[src/design/spot_pkg.sv]
// Shared types and constants for the sorted protocol owner table.
// Holds the command codes, status codes, controller states, table entry layout and the
// command and status bundles between controller and datapath.
package spot_pkg;

  localparam int KEY_W               = 32;
  localparam int GID_W               = 4;
  localparam int COUNT_OUT_W         = 7;
  localparam int DEFAULT_TABLE_DEPTH = 64;

  // Command codes of the input transaction
  typedef enum logic [1:0] {
    CMD_LOOKUP     = 2'd0,
    CMD_ADD        = 2'd1,
    CMD_REMOVE     = 2'd2,
    CMD_REMOVE_ALL = 2'd3
  } cmd_t;

  // Result status codes
  localparam logic [1:0] STATUS_OK    = 2'd0;
  localparam logic [1:0] STATUS_FULL  = 2'd1;
  localparam logic [1:0] STATUS_OWNED = 2'd2;

  // Controller states
  typedef enum logic [2:0] {
    ST_IDLE,
    ST_PROBE,
    ST_CHECK,
    ST_DECIDE,
    ST_MOVE,
    ST_FINISH
  } state_t;

  // One table entry
  typedef struct packed {
    logic signed [KEY_W-1:0] key;
    logic [GID_W-1:0]        owner;
  } entry_t;

  // Commands from controller to datapath
  typedef struct packed {
    logic load;      // latch the input transaction, open the search range
    logic probe;     // read the middle entry of the search range
    logic check;     // compare the probed entry and narrow the range
    logic mv_setup;  // prepare pointers for a shift or compaction
    logic mv_step;   // one read and at most one write of the move engine
    logic finish;    // final write, count update, load the result register
  } ctrl_cmd_t;

  // Status from datapath to controller
  typedef struct packed {
    logic search_open;  // search range not empty and command is not remove-all
    logic key_eq;       // probed entry matches the key
    logic need_move;    // command needs a shift or compaction
    logic moves_done;   // move engine has drained
    logic out_free;     // result register can take a new result
  } dp_status_t;

endpackage

[src/design/spot_ctrl.sv]
// Controller state machine of the sorted protocol owner table.
// Sequences search, move and finish steps; depends on spot_pkg.
module spot_ctrl (
  input  logic                   clk,
  input  logic                   rst,
  input  logic                   in_valid,
  output logic                   in_ready,
  input  spot_pkg::dp_status_t   sts,
  output spot_pkg::ctrl_cmd_t    ctrl
);
  import spot_pkg::*;

  state_t state;
  state_t state_next;

  // State register
  always_ff @(posedge clk) begin
    if (rst) begin
      state <= ST_IDLE;
    end else begin
      state <= state_next;
    end
  end

  // Next state and commands
  always_comb begin
    state_next = state;
    ctrl       = '0;
    in_ready   = 1'b0;
    unique case (state)
      ST_IDLE: begin
        in_ready = 1'b1;
        if (in_valid) begin
          ctrl.load  = 1'b1;
          state_next = ST_PROBE;
        end
      end
      ST_PROBE: begin
        ctrl.probe = 1'b1;
        state_next = sts.search_open ? ST_CHECK : ST_DECIDE;
      end
      ST_CHECK: begin
        ctrl.check = 1'b1;
        state_next = sts.key_eq ? ST_DECIDE : ST_PROBE;
      end
      ST_DECIDE: begin
        if (sts.need_move) begin
          ctrl.mv_setup = 1'b1;
          state_next    = ST_MOVE;
        end else begin
          state_next = ST_FINISH;
        end
      end
      ST_MOVE: begin
        ctrl.mv_step = 1'b1;
        if (sts.moves_done) begin
          state_next = ST_FINISH;
        end
      end
      ST_FINISH: begin
        // Hold until the result register is free
        if (sts.out_free) begin
          ctrl.finish = 1'b1;
          state_next  = ST_IDLE;
        end
      end
      default: begin
        state_next = ST_IDLE;
      end
    endcase
  end

endmodule

[src/design/spot_datapath.sv]
// Datapath of the sorted protocol owner table: entry memory, search
// registers, move engine and result register. Depends on spot_pkg.
module spot_datapath #(
  parameter int TABLE_DEPTH = spot_pkg::DEFAULT_TABLE_DEPTH
) (
  input  logic                               clk,
  input  logic                               rst,
  input  spot_pkg::ctrl_cmd_t                ctrl,
  output spot_pkg::dp_status_t               sts,
  input  spot_pkg::cmd_t                     in_cmd,
  input  logic signed [spot_pkg::KEY_W-1:0]  in_key,
  input  logic [spot_pkg::GID_W-1:0]         in_gid,
  input  logic                               out_ready,
  output logic                               out_valid,
  output logic                               found,
  output logic [spot_pkg::GID_W-1:0]         owner_id,
  output logic [1:0]                         status,
  output logic [spot_pkg::COUNT_OUT_W-1:0]   entry_count
);
  import spot_pkg::*;

  localparam int AW = $clog2(TABLE_DEPTH);
  localparam int CW = $clog2(TABLE_DEPTH + 1);

  entry_t                  mem [TABLE_DEPTH];
  entry_t                  rd_data;

  cmd_t                    cmd_q;
  logic signed [KEY_W-1:0] key_q;
  logic [GID_W-1:0]        gid_q;
  logic [CW-1:0]           used_count;
  logic [CW-1:0]           lo;
  logic [CW-1:0]           hi;
  logic [CW-1:0]           mid_q;
  logic [CW-1:0]           pos;
  logic [CW-1:0]           moves_left;
  logic [CW-1:0]           rp;
  logic [CW-1:0]           wp;
  logic                    hit;
  logic [GID_W-1:0]        hit_owner;
  logic                    pv;

  logic [CW-1:0]           mid;
  logic [CW-1:0]           count_next;
  logic                    key_gt;
  logic                    full;
  logic                    owner_match;
  logic                    dir_up;
  logic                    keep;
  logic                    mv_write;
  logic                    ins_write;
  logic                    wr_en;
  logic [AW-1:0]           wr_addr;
  logic [AW-1:0]           rd_addr;
  entry_t                  wr_data;
  logic [1:0]              res_status;

  // Search and decision terms
  always_comb begin
    mid         = lo + ((hi - lo) >> 1);
    key_gt      = rd_data.key > key_q;
    full        = used_count == CW'(TABLE_DEPTH);
    owner_match = hit_owner == gid_q;
    dir_up      = cmd_q == CMD_ADD;
    keep        = (cmd_q != CMD_REMOVE_ALL) || (rd_data.owner != gid_q);

    sts.search_open = (lo < hi) && (cmd_q != CMD_REMOVE_ALL);
    sts.key_eq      = rd_data.key == key_q;
    sts.need_move   = (cmd_q == CMD_ADD && !hit && !full) ||
                      (cmd_q == CMD_REMOVE && hit && owner_match) ||
                      (cmd_q == CMD_REMOVE_ALL);
    sts.moves_done  = (moves_left == '0) && !pv;
    sts.out_free    = !out_valid || out_ready;
  end

  // Memory port selection
  always_comb begin
    mv_write  = ctrl.mv_step && pv && keep;
    ins_write = ctrl.finish && (cmd_q == CMD_ADD) && (hit || !full);
    wr_en     = mv_write || ins_write;
    wr_addr   = mv_write ? wp[AW-1:0] : pos[AW-1:0];
    wr_data   = mv_write ? rd_data : entry_t'{key: key_q, owner: gid_q};
    rd_addr   = ctrl.probe ? mid[AW-1:0] : rp[AW-1:0];
  end

  // Count and status after the command
  always_comb begin
    count_next = used_count;
    res_status = STATUS_OK;
    case (cmd_q)
      CMD_ADD: begin
        if (!hit) begin
          if (full) begin
            res_status = STATUS_FULL;
          end else begin
            count_next = used_count + CW'(1);
          end
        end
      end
      CMD_REMOVE: begin
        if (hit) begin
          if (owner_match) begin
            count_next = used_count - CW'(1);
          end else begin
            res_status = STATUS_OWNED;
          end
        end
      end
      CMD_REMOVE_ALL: begin
        count_next = wp;
      end
      default: begin
        count_next = used_count;
      end
    endcase
  end

  // Entry memory with registered read
  always_ff @(posedge clk) begin
    if (wr_en) begin
      mem[wr_addr] <= wr_data;
    end
    rd_data <= mem[rd_addr];
  end

  // Control registers
  always_ff @(posedge clk) begin
    if (rst) begin
      used_count <= '0;
      hit        <= 1'b0;
      pv         <= 1'b0;
      moves_left <= '0;
      out_valid  <= 1'b0;
    end else begin
      if (ctrl.load) begin
        hit <= 1'b0;
      end else if (ctrl.check && sts.key_eq) begin
        hit <= 1'b1;
      end

      // Set the number of reads for the move
      if (ctrl.mv_setup) begin
        pv <= 1'b0;
        case (cmd_q)
          CMD_ADD:    moves_left <= used_count - pos;
          CMD_REMOVE: moves_left <= used_count - pos - CW'(1);
          default:    moves_left <= used_count;
        endcase
      end else if (ctrl.mv_step) begin
        pv <= moves_left != '0;
        if (moves_left != '0) begin
          moves_left <= moves_left - CW'(1);
        end
      end

      if (ctrl.finish) begin
        used_count <= count_next;
      end

      if (ctrl.finish) begin
        out_valid <= 1'b1;
      end else if (out_ready) begin
        out_valid <= 1'b0;
      end
    end
  end

  // Payload registers
  always_ff @(posedge clk) begin
    // Latch the transaction and open the search range
    if (ctrl.load) begin
      cmd_q <= in_cmd;
      key_q <= in_key;
      gid_q <= in_gid;
      lo    <= '0;
      hi    <= used_count;
    end

    // Probe the middle, or record the insertion point on a miss
    if (ctrl.probe) begin
      mid_q <= mid;
      if (!sts.search_open) begin
        pos <= lo;
      end
    end

    // Narrow the range or take the hit
    if (ctrl.check) begin
      if (sts.key_eq) begin
        pos       <= mid_q;
        hit_owner <= rd_data.owner;
      end else if (key_gt) begin
        hi <= mid_q;
      end else begin
        lo <= mid_q + CW'(1);
      end
    end

    // Move engine pointers
    if (ctrl.mv_setup) begin
      case (cmd_q)
        CMD_ADD: begin
          rp <= used_count - CW'(1);
          wp <= used_count;
        end
        CMD_REMOVE: begin
          rp <= pos + CW'(1);
          wp <= pos;
        end
        default: begin
          rp <= '0;
          wp <= '0;
        end
      endcase
    end else if (ctrl.mv_step) begin
      if (moves_left != '0) begin
        rp <= dir_up ? rp - CW'(1) : rp + CW'(1);
      end
      if (mv_write) begin
        wp <= dir_up ? wp - CW'(1) : wp + CW'(1);
      end
    end

    // Result register
    if (ctrl.finish) begin
      found       <= hit;
      owner_id    <= (cmd_q == CMD_LOOKUP && hit) ? hit_owner : '0;
      status      <= res_status;
      entry_count <= COUNT_OUT_W'(count_next);
    end
  end

endmodule

[src/design/sorted_protocol_owner_table.sv]
// Top level of the sorted protocol owner table.
// Instantiates spot_ctrl and spot_datapath; depends on spot_pkg.
//
// Usage:
//   Input channel (in_valid/in_ready) carries cmd, protocol_key, game_id.
//   Output channel (out_valid/out_ready) carries found, owner_id, status,
//   entry_count: exactly one result transaction per input transaction.
//   Entries sit in one memory with a registered read port, kept sorted by
//   signed key. One transaction is worked on at a time.
// Operation, with n entries in use:
//   search: binary search, up to ceil(log2(n+1)) key compares;
//   lookup or owner change: search only, no entries move;
//   insert or remove: search, then shift the entries behind the key;
//   remove-all: no search, one memory read per entry, kept ones compacted.
//   The move engine reads one entry each cycle and writes at most one.
// Reset: rst clears the entry count; no memory clearing pass is needed.
// Stall: a finished result waits in the output register; the next
//   transaction is accepted and searched meanwhile, and only its final
//   step waits until the receiver takes the pending result.
module sorted_protocol_owner_table #(
  parameter int TABLE_DEPTH = spot_pkg::DEFAULT_TABLE_DEPTH
) (
  input  logic                               clk,
  input  logic                               rst,
  input  logic                               in_valid,
  output logic                               in_ready,
  input  logic [1:0]                         cmd,
  input  logic signed [spot_pkg::KEY_W-1:0]  protocol_key,
  input  logic [spot_pkg::GID_W-1:0]         game_id,
  output logic                               out_valid,
  input  logic                               out_ready,
  output logic                               found,
  output logic [spot_pkg::GID_W-1:0]         owner_id,
  output logic [1:0]                         status,
  output logic [spot_pkg::COUNT_OUT_W-1:0]   entry_count
);
  import spot_pkg::*;

  ctrl_cmd_t  ctrl;
  dp_status_t sts;

  // Sequencer
  spot_ctrl u_ctrl (
    .clk      (clk),
    .rst      (rst),
    .in_valid (in_valid),
    .in_ready (in_ready),
    .sts      (sts),
    .ctrl     (ctrl)
  );

  // Table storage and arithmetic
  spot_datapath #(
    .TABLE_DEPTH (TABLE_DEPTH)
  ) u_datapath (
    .clk         (clk),
    .rst         (rst),
    .ctrl        (ctrl),
    .sts         (sts),
    .in_cmd      (cmd_t'(cmd)),
    .in_key      (protocol_key),
    .in_gid      (game_id),
    .out_ready   (out_ready),
    .out_valid   (out_valid),
    .found       (found),
    .owner_id    (owner_id),
    .status      (status),
    .entry_count (entry_count)
  );

  // At most one datapath operation per cycle
  a_one_op: assert property (@(posedge clk) disable iff (rst)
    $onehot0(ctrl))
    else $error("more than one datapath command active");

  // Busy right after an accepted transaction
  a_busy: assert property (@(posedge clk) disable iff (rst)
    (in_valid && in_ready) |=> !in_ready)
    else $error("ready right after accepting a transaction");

  // Never overwrite a result the receiver has not taken
  a_finish_free: assert property (@(posedge clk) disable iff (rst)
    ctrl.finish |-> (!out_valid || out_ready))
    else $error("result overwritten while stalled");

  // Full only on a miss, owned-by-other only on a hit
  a_status_found: assert property (@(posedge clk) disable iff (rst)
    out_valid |-> (!(status == STATUS_FULL && found) &&
                   !(status == STATUS_OWNED && !found)))
    else $error("status inconsistent with found flag");

endmodule
[config.mk]
export PLATFORM = sky130hd
export DESIGN_NAME = sorted_protocol_owner_table
export DESIGN_NICKNAME = d
export VERILOG_FILES = /design/src/design/spot_pkg.sv /design/src/design/spot_ctrl.sv /design/src/design/spot_datapath.sv /design/src/design/sorted_protocol_owner_table.sv
export SDC_FILE = /design/constraint.sdc
export NUM_CORES = 2
export LEC_CHECK = 0
export BUFFER_PORTS_ARGS = -buffer_cell sky130_fd_sc_hd__buf_4
export CORE_UTILIZATION = 45
export DETAILED_ROUTE_END_ITERATION = 10
export GPL_ROUTABILITY_DRIVEN = 0
export PLACE_DENSITY = 0.71
export SLEW_MARGIN = 20
export SYNTH_ARGS = -nofsm -noshare
export SYNTH_HDL_FRONTEND = slang
export SYNTH_SLANG_ARGS = --single-unit
[constraint.sdc]
create_clock -name clk -period 7.84 [get_ports clk]
set_input_delay 0.784 -clock clk [delete_from_list [all_inputs] [get_ports clk]]
set_output_delay 0.784 -clock clk [all_outputs]
set_load 0.02 [all_outputs]
==> results.ini <==
[status]
outcome=complete, no violations

[floorplan]
die_w_um=479
placeableCoreArea_um2=226000
dieArea_um2=230000
rows=174
initial_utilization_pct=45.5
design.portCount=58
chipHeight_um=479

[drt]
drtAntennaViolNets=0
top_layer_used=met4
vias=63940
drc=0
wl_per_cell_um=27.8
wl_mm=284
drt_iter0_markers=9310
met1_length_mm=111
vias_per_cell=6.27
dr.pass1.iters=6
route.met3.wl_mm=29.4
met2_length_mm=131

[clock_tree]
cts_buffers=225
clock_path_buffers=3
worstSkewPairLatency_ns=0.88
cts_tree=built
cts_resized=0
ctsHoldBuffers=0
root_buffer=clkbuf_16
htree_levels=4
cts.sinks=2457
post_cts_buffers=0
path_clk_slew_ns=0.07

[sta]
worstMarginPinSlew_ns=1.21
finalHoldViolations=0
setup-violations-final=0
setup_tns_ns=0
relSlewSlack_pct=19.1
period_needed_ns=5.86
fin_skew_ns=0.0483
slew_violations=0
post-route-period-util_pct=74.7
rsz0062_at_grt=false
fmax_mhz=171

[min_path]
min-delay-start=protocol_key[23]
whs_path_depth=1
min_to=u_datapath.key_q[23]
hp-class=in2reg

[grt]
grt_pass1_vias=60932
antenna_found_initial=5
grt_overflow=0
grt_max_degree=218
grt_pass1_wl_mm=409
grt.total_usage_pct=24.0

[synth]
synth_area_um2=103000
synth_cell_type_count=68
synth_ff_type=edfxtp_1
ys_seq_area_share_pct=71.2
ys_seq_elements=2457
synthesis.nets=7202
yosys_warnings=0
synth_edf_count=2380
syn_avg_cell_area_um2=14.5
synthCells=7084
async_flop_share_pct=0

[worst_setup_path]
crit_arrival_ns=6.56
r2r-start=u_datapath.lo[1]
path_class=reg2reg
reg2reg_to=u_datapath.rd_data[9]
rrSetupSlack_ns=1.98
critPathMaxFanout=23
cp-start-kind=flip-flop
r2r_cells=18
endpoint_kind=flip-flop
cp_data_required_time_ns=8.54

[place]
io_buffers=57
dpl_cell_area_um2=107000
dp_hpwl_mm=148

[final_layout]
final_util_pct=50.5
drive_gt1_share_pct=10.3
fin_nets=7124
nFillCells=18296
fin_area_um2=114000
area_growth_pct=11.1
seq_area_um2=73000
multi_input_area_um2=26500

[job]
max_cap_viol_count=0

[power_and_ir_drop]
ir_worst_vdd_mv=0.659
power_density_nw_per_um2=340
total_leakage_power_nw=36.6
power_mw=38.7

stage by stage:
stage	setup slack, ns	std cells	hold WS (ns)
2_1_floorplan	3.22	7084	0.406
6_report	1.98	10202	0.0762
3_3_place_gp	2.17	9768	0.484
4_1_cts	2.21	10195	0.0173
3_5_place_dp	2.21	9769	0.499
5_1_grt	1.86	10198	0.0345
logic make-up after synthesis:
group,after synthesis,share of synthesized area (%)
and+or+nand+nor,1329,6.62
muxes,363,3.61
xor gates and xnor gates,51,0.436
adders and majority gates,76,0.964
AOI/OAI and AO/OA,1908,13.5
buffers and inverters,900,3.70
DFF,2457,71.2
critical path: stages (launching register included):
cell       delay (ns)
dfxtp_1          0.36
inv_1            0.13
ha_1             0.32
nor2b_1          0.13
o21ai_0          0.10
a21boi_0         0.28
o21ai_0          0.14
a21boi_0         0.31
nor2_1           0.11
ha_1             0.39
inv_1            0.11
nor2_1           0.07
a221oi_2         0.86
nand2_2          0.84
buf_4            0.49
a21oi_1          0.16
nor4_1           0.08
a21oi_1          0.75
a2111oi_2        0.05
state kept, by name, summed over array words and instances, names as in the netlist, 2 cells and up:
name,flops
u_datapath.mem,2304
u_datapath.rp,6
u_datapath.owner_id,4
u_datapath.rd_data,36
u_datapath.gid_q,4
u_datapath.moves_left,7
u_datapath.status,2
u_datapath.hi,7
u_datapath.lo,7
u_datapath.pos,7
u_datapath.used_count,7
u_datapath.entry_count,7
u_ctrl.state,3
u_datapath.hit_owner,4
u_datapath.mid_q,7
u_datapath.cmd_q,2
u_datapath.key_q,32
u_datapath.wp,7
layer usage:
layer	vias up	global-route usage (%)
met5	-	0
met4	0	10.9
met3	613	4.26
met2	3732	37.5
met1	32067	32.9
li1	27528	-
where the power goes:
| part | internal (mW) | total, mW | switching (mW) | leakage, nW |
|---|---|---|---|---|
| sequential | 15.0 | 15.3 | 0.289 | 22.0 |
| clock | 5.84 | 10.7 | 4.87 | 3.50 |
| combinational | 3.69 | 12.7 | 8.99 | 11.1 |
Yosys cell counts, types with 79 or more instances:
library cell	count	area [um2]
a211oi_1	504	3780
a21oi_1	232	1160
a31oi_1	79	494
buf_2	125	626
clkbuf_1	343	1290
edfxtp_1	2380	71500
inv_1	363	1360
mux2i_1	310	3100
nand2_1	396	1490
nand3_1	139	696
nor2_1	126	473
nor2b_1	503	3150
o211ai_1	287	2150
o21ai_0	257	1290
o311ai_0	280	2450
layout make-up:
cell class | count | area share [%]
antenna | 5 | 0.0110
clock buffer | 303 | 5.31
clock inverter | 123 | 1.00
inverter | 364 | 1.20
multi-input combinational | 3727 | 23.2
sequential | 2457 | 64.1
tap | 2992 | 3.29
timing repair buffer | 231 | 1.88
worst max path at each step:
stage | start | endpoint | slack, ns | cells after the start
after floorplan | u_datapath.cmd_q[0] | u_datapath.mem[0][4] | 3.22 | 7
after global placement | u_datapath.lo[1] | u_datapath.rd_data[21] | 2.17 | 18
after detailed placement | u_datapath.lo[1] | u_datapath.rd_data[9] | 2.21 | 18
after CTS | u_datapath.lo[1] | u_datapath.rd_data[9] | 2.21 | 18
after global routing | u_datapath.lo[1] | u_datapath.rd_data[9] | 1.86 | 18
final | u_datapath.lo[1] | u_datapath.rd_data[9] | 1.98 | 18
cell usage in the layout (no fill, tap or decap), types with 60 or more instances in the layout:
cell       instances
edfxtp_1        2380
a211oi_1         504
nor2b_1          502
nand2_1          387
inv_1            362
mux2i_1          308
o211ai_1         287
o311ai_0         280
o21ai_0          254
a21oi_1          231
clkbuf_16        225
buf_4            198
nand3_1          138
a31oi_1           78
dfxtp_1           77
a311oi_1          75
ha_1              71
nor2_4            69
clkbuf_1          65
nor3_1            60
No activity file was read; power rests on OpenSTA's default activity.
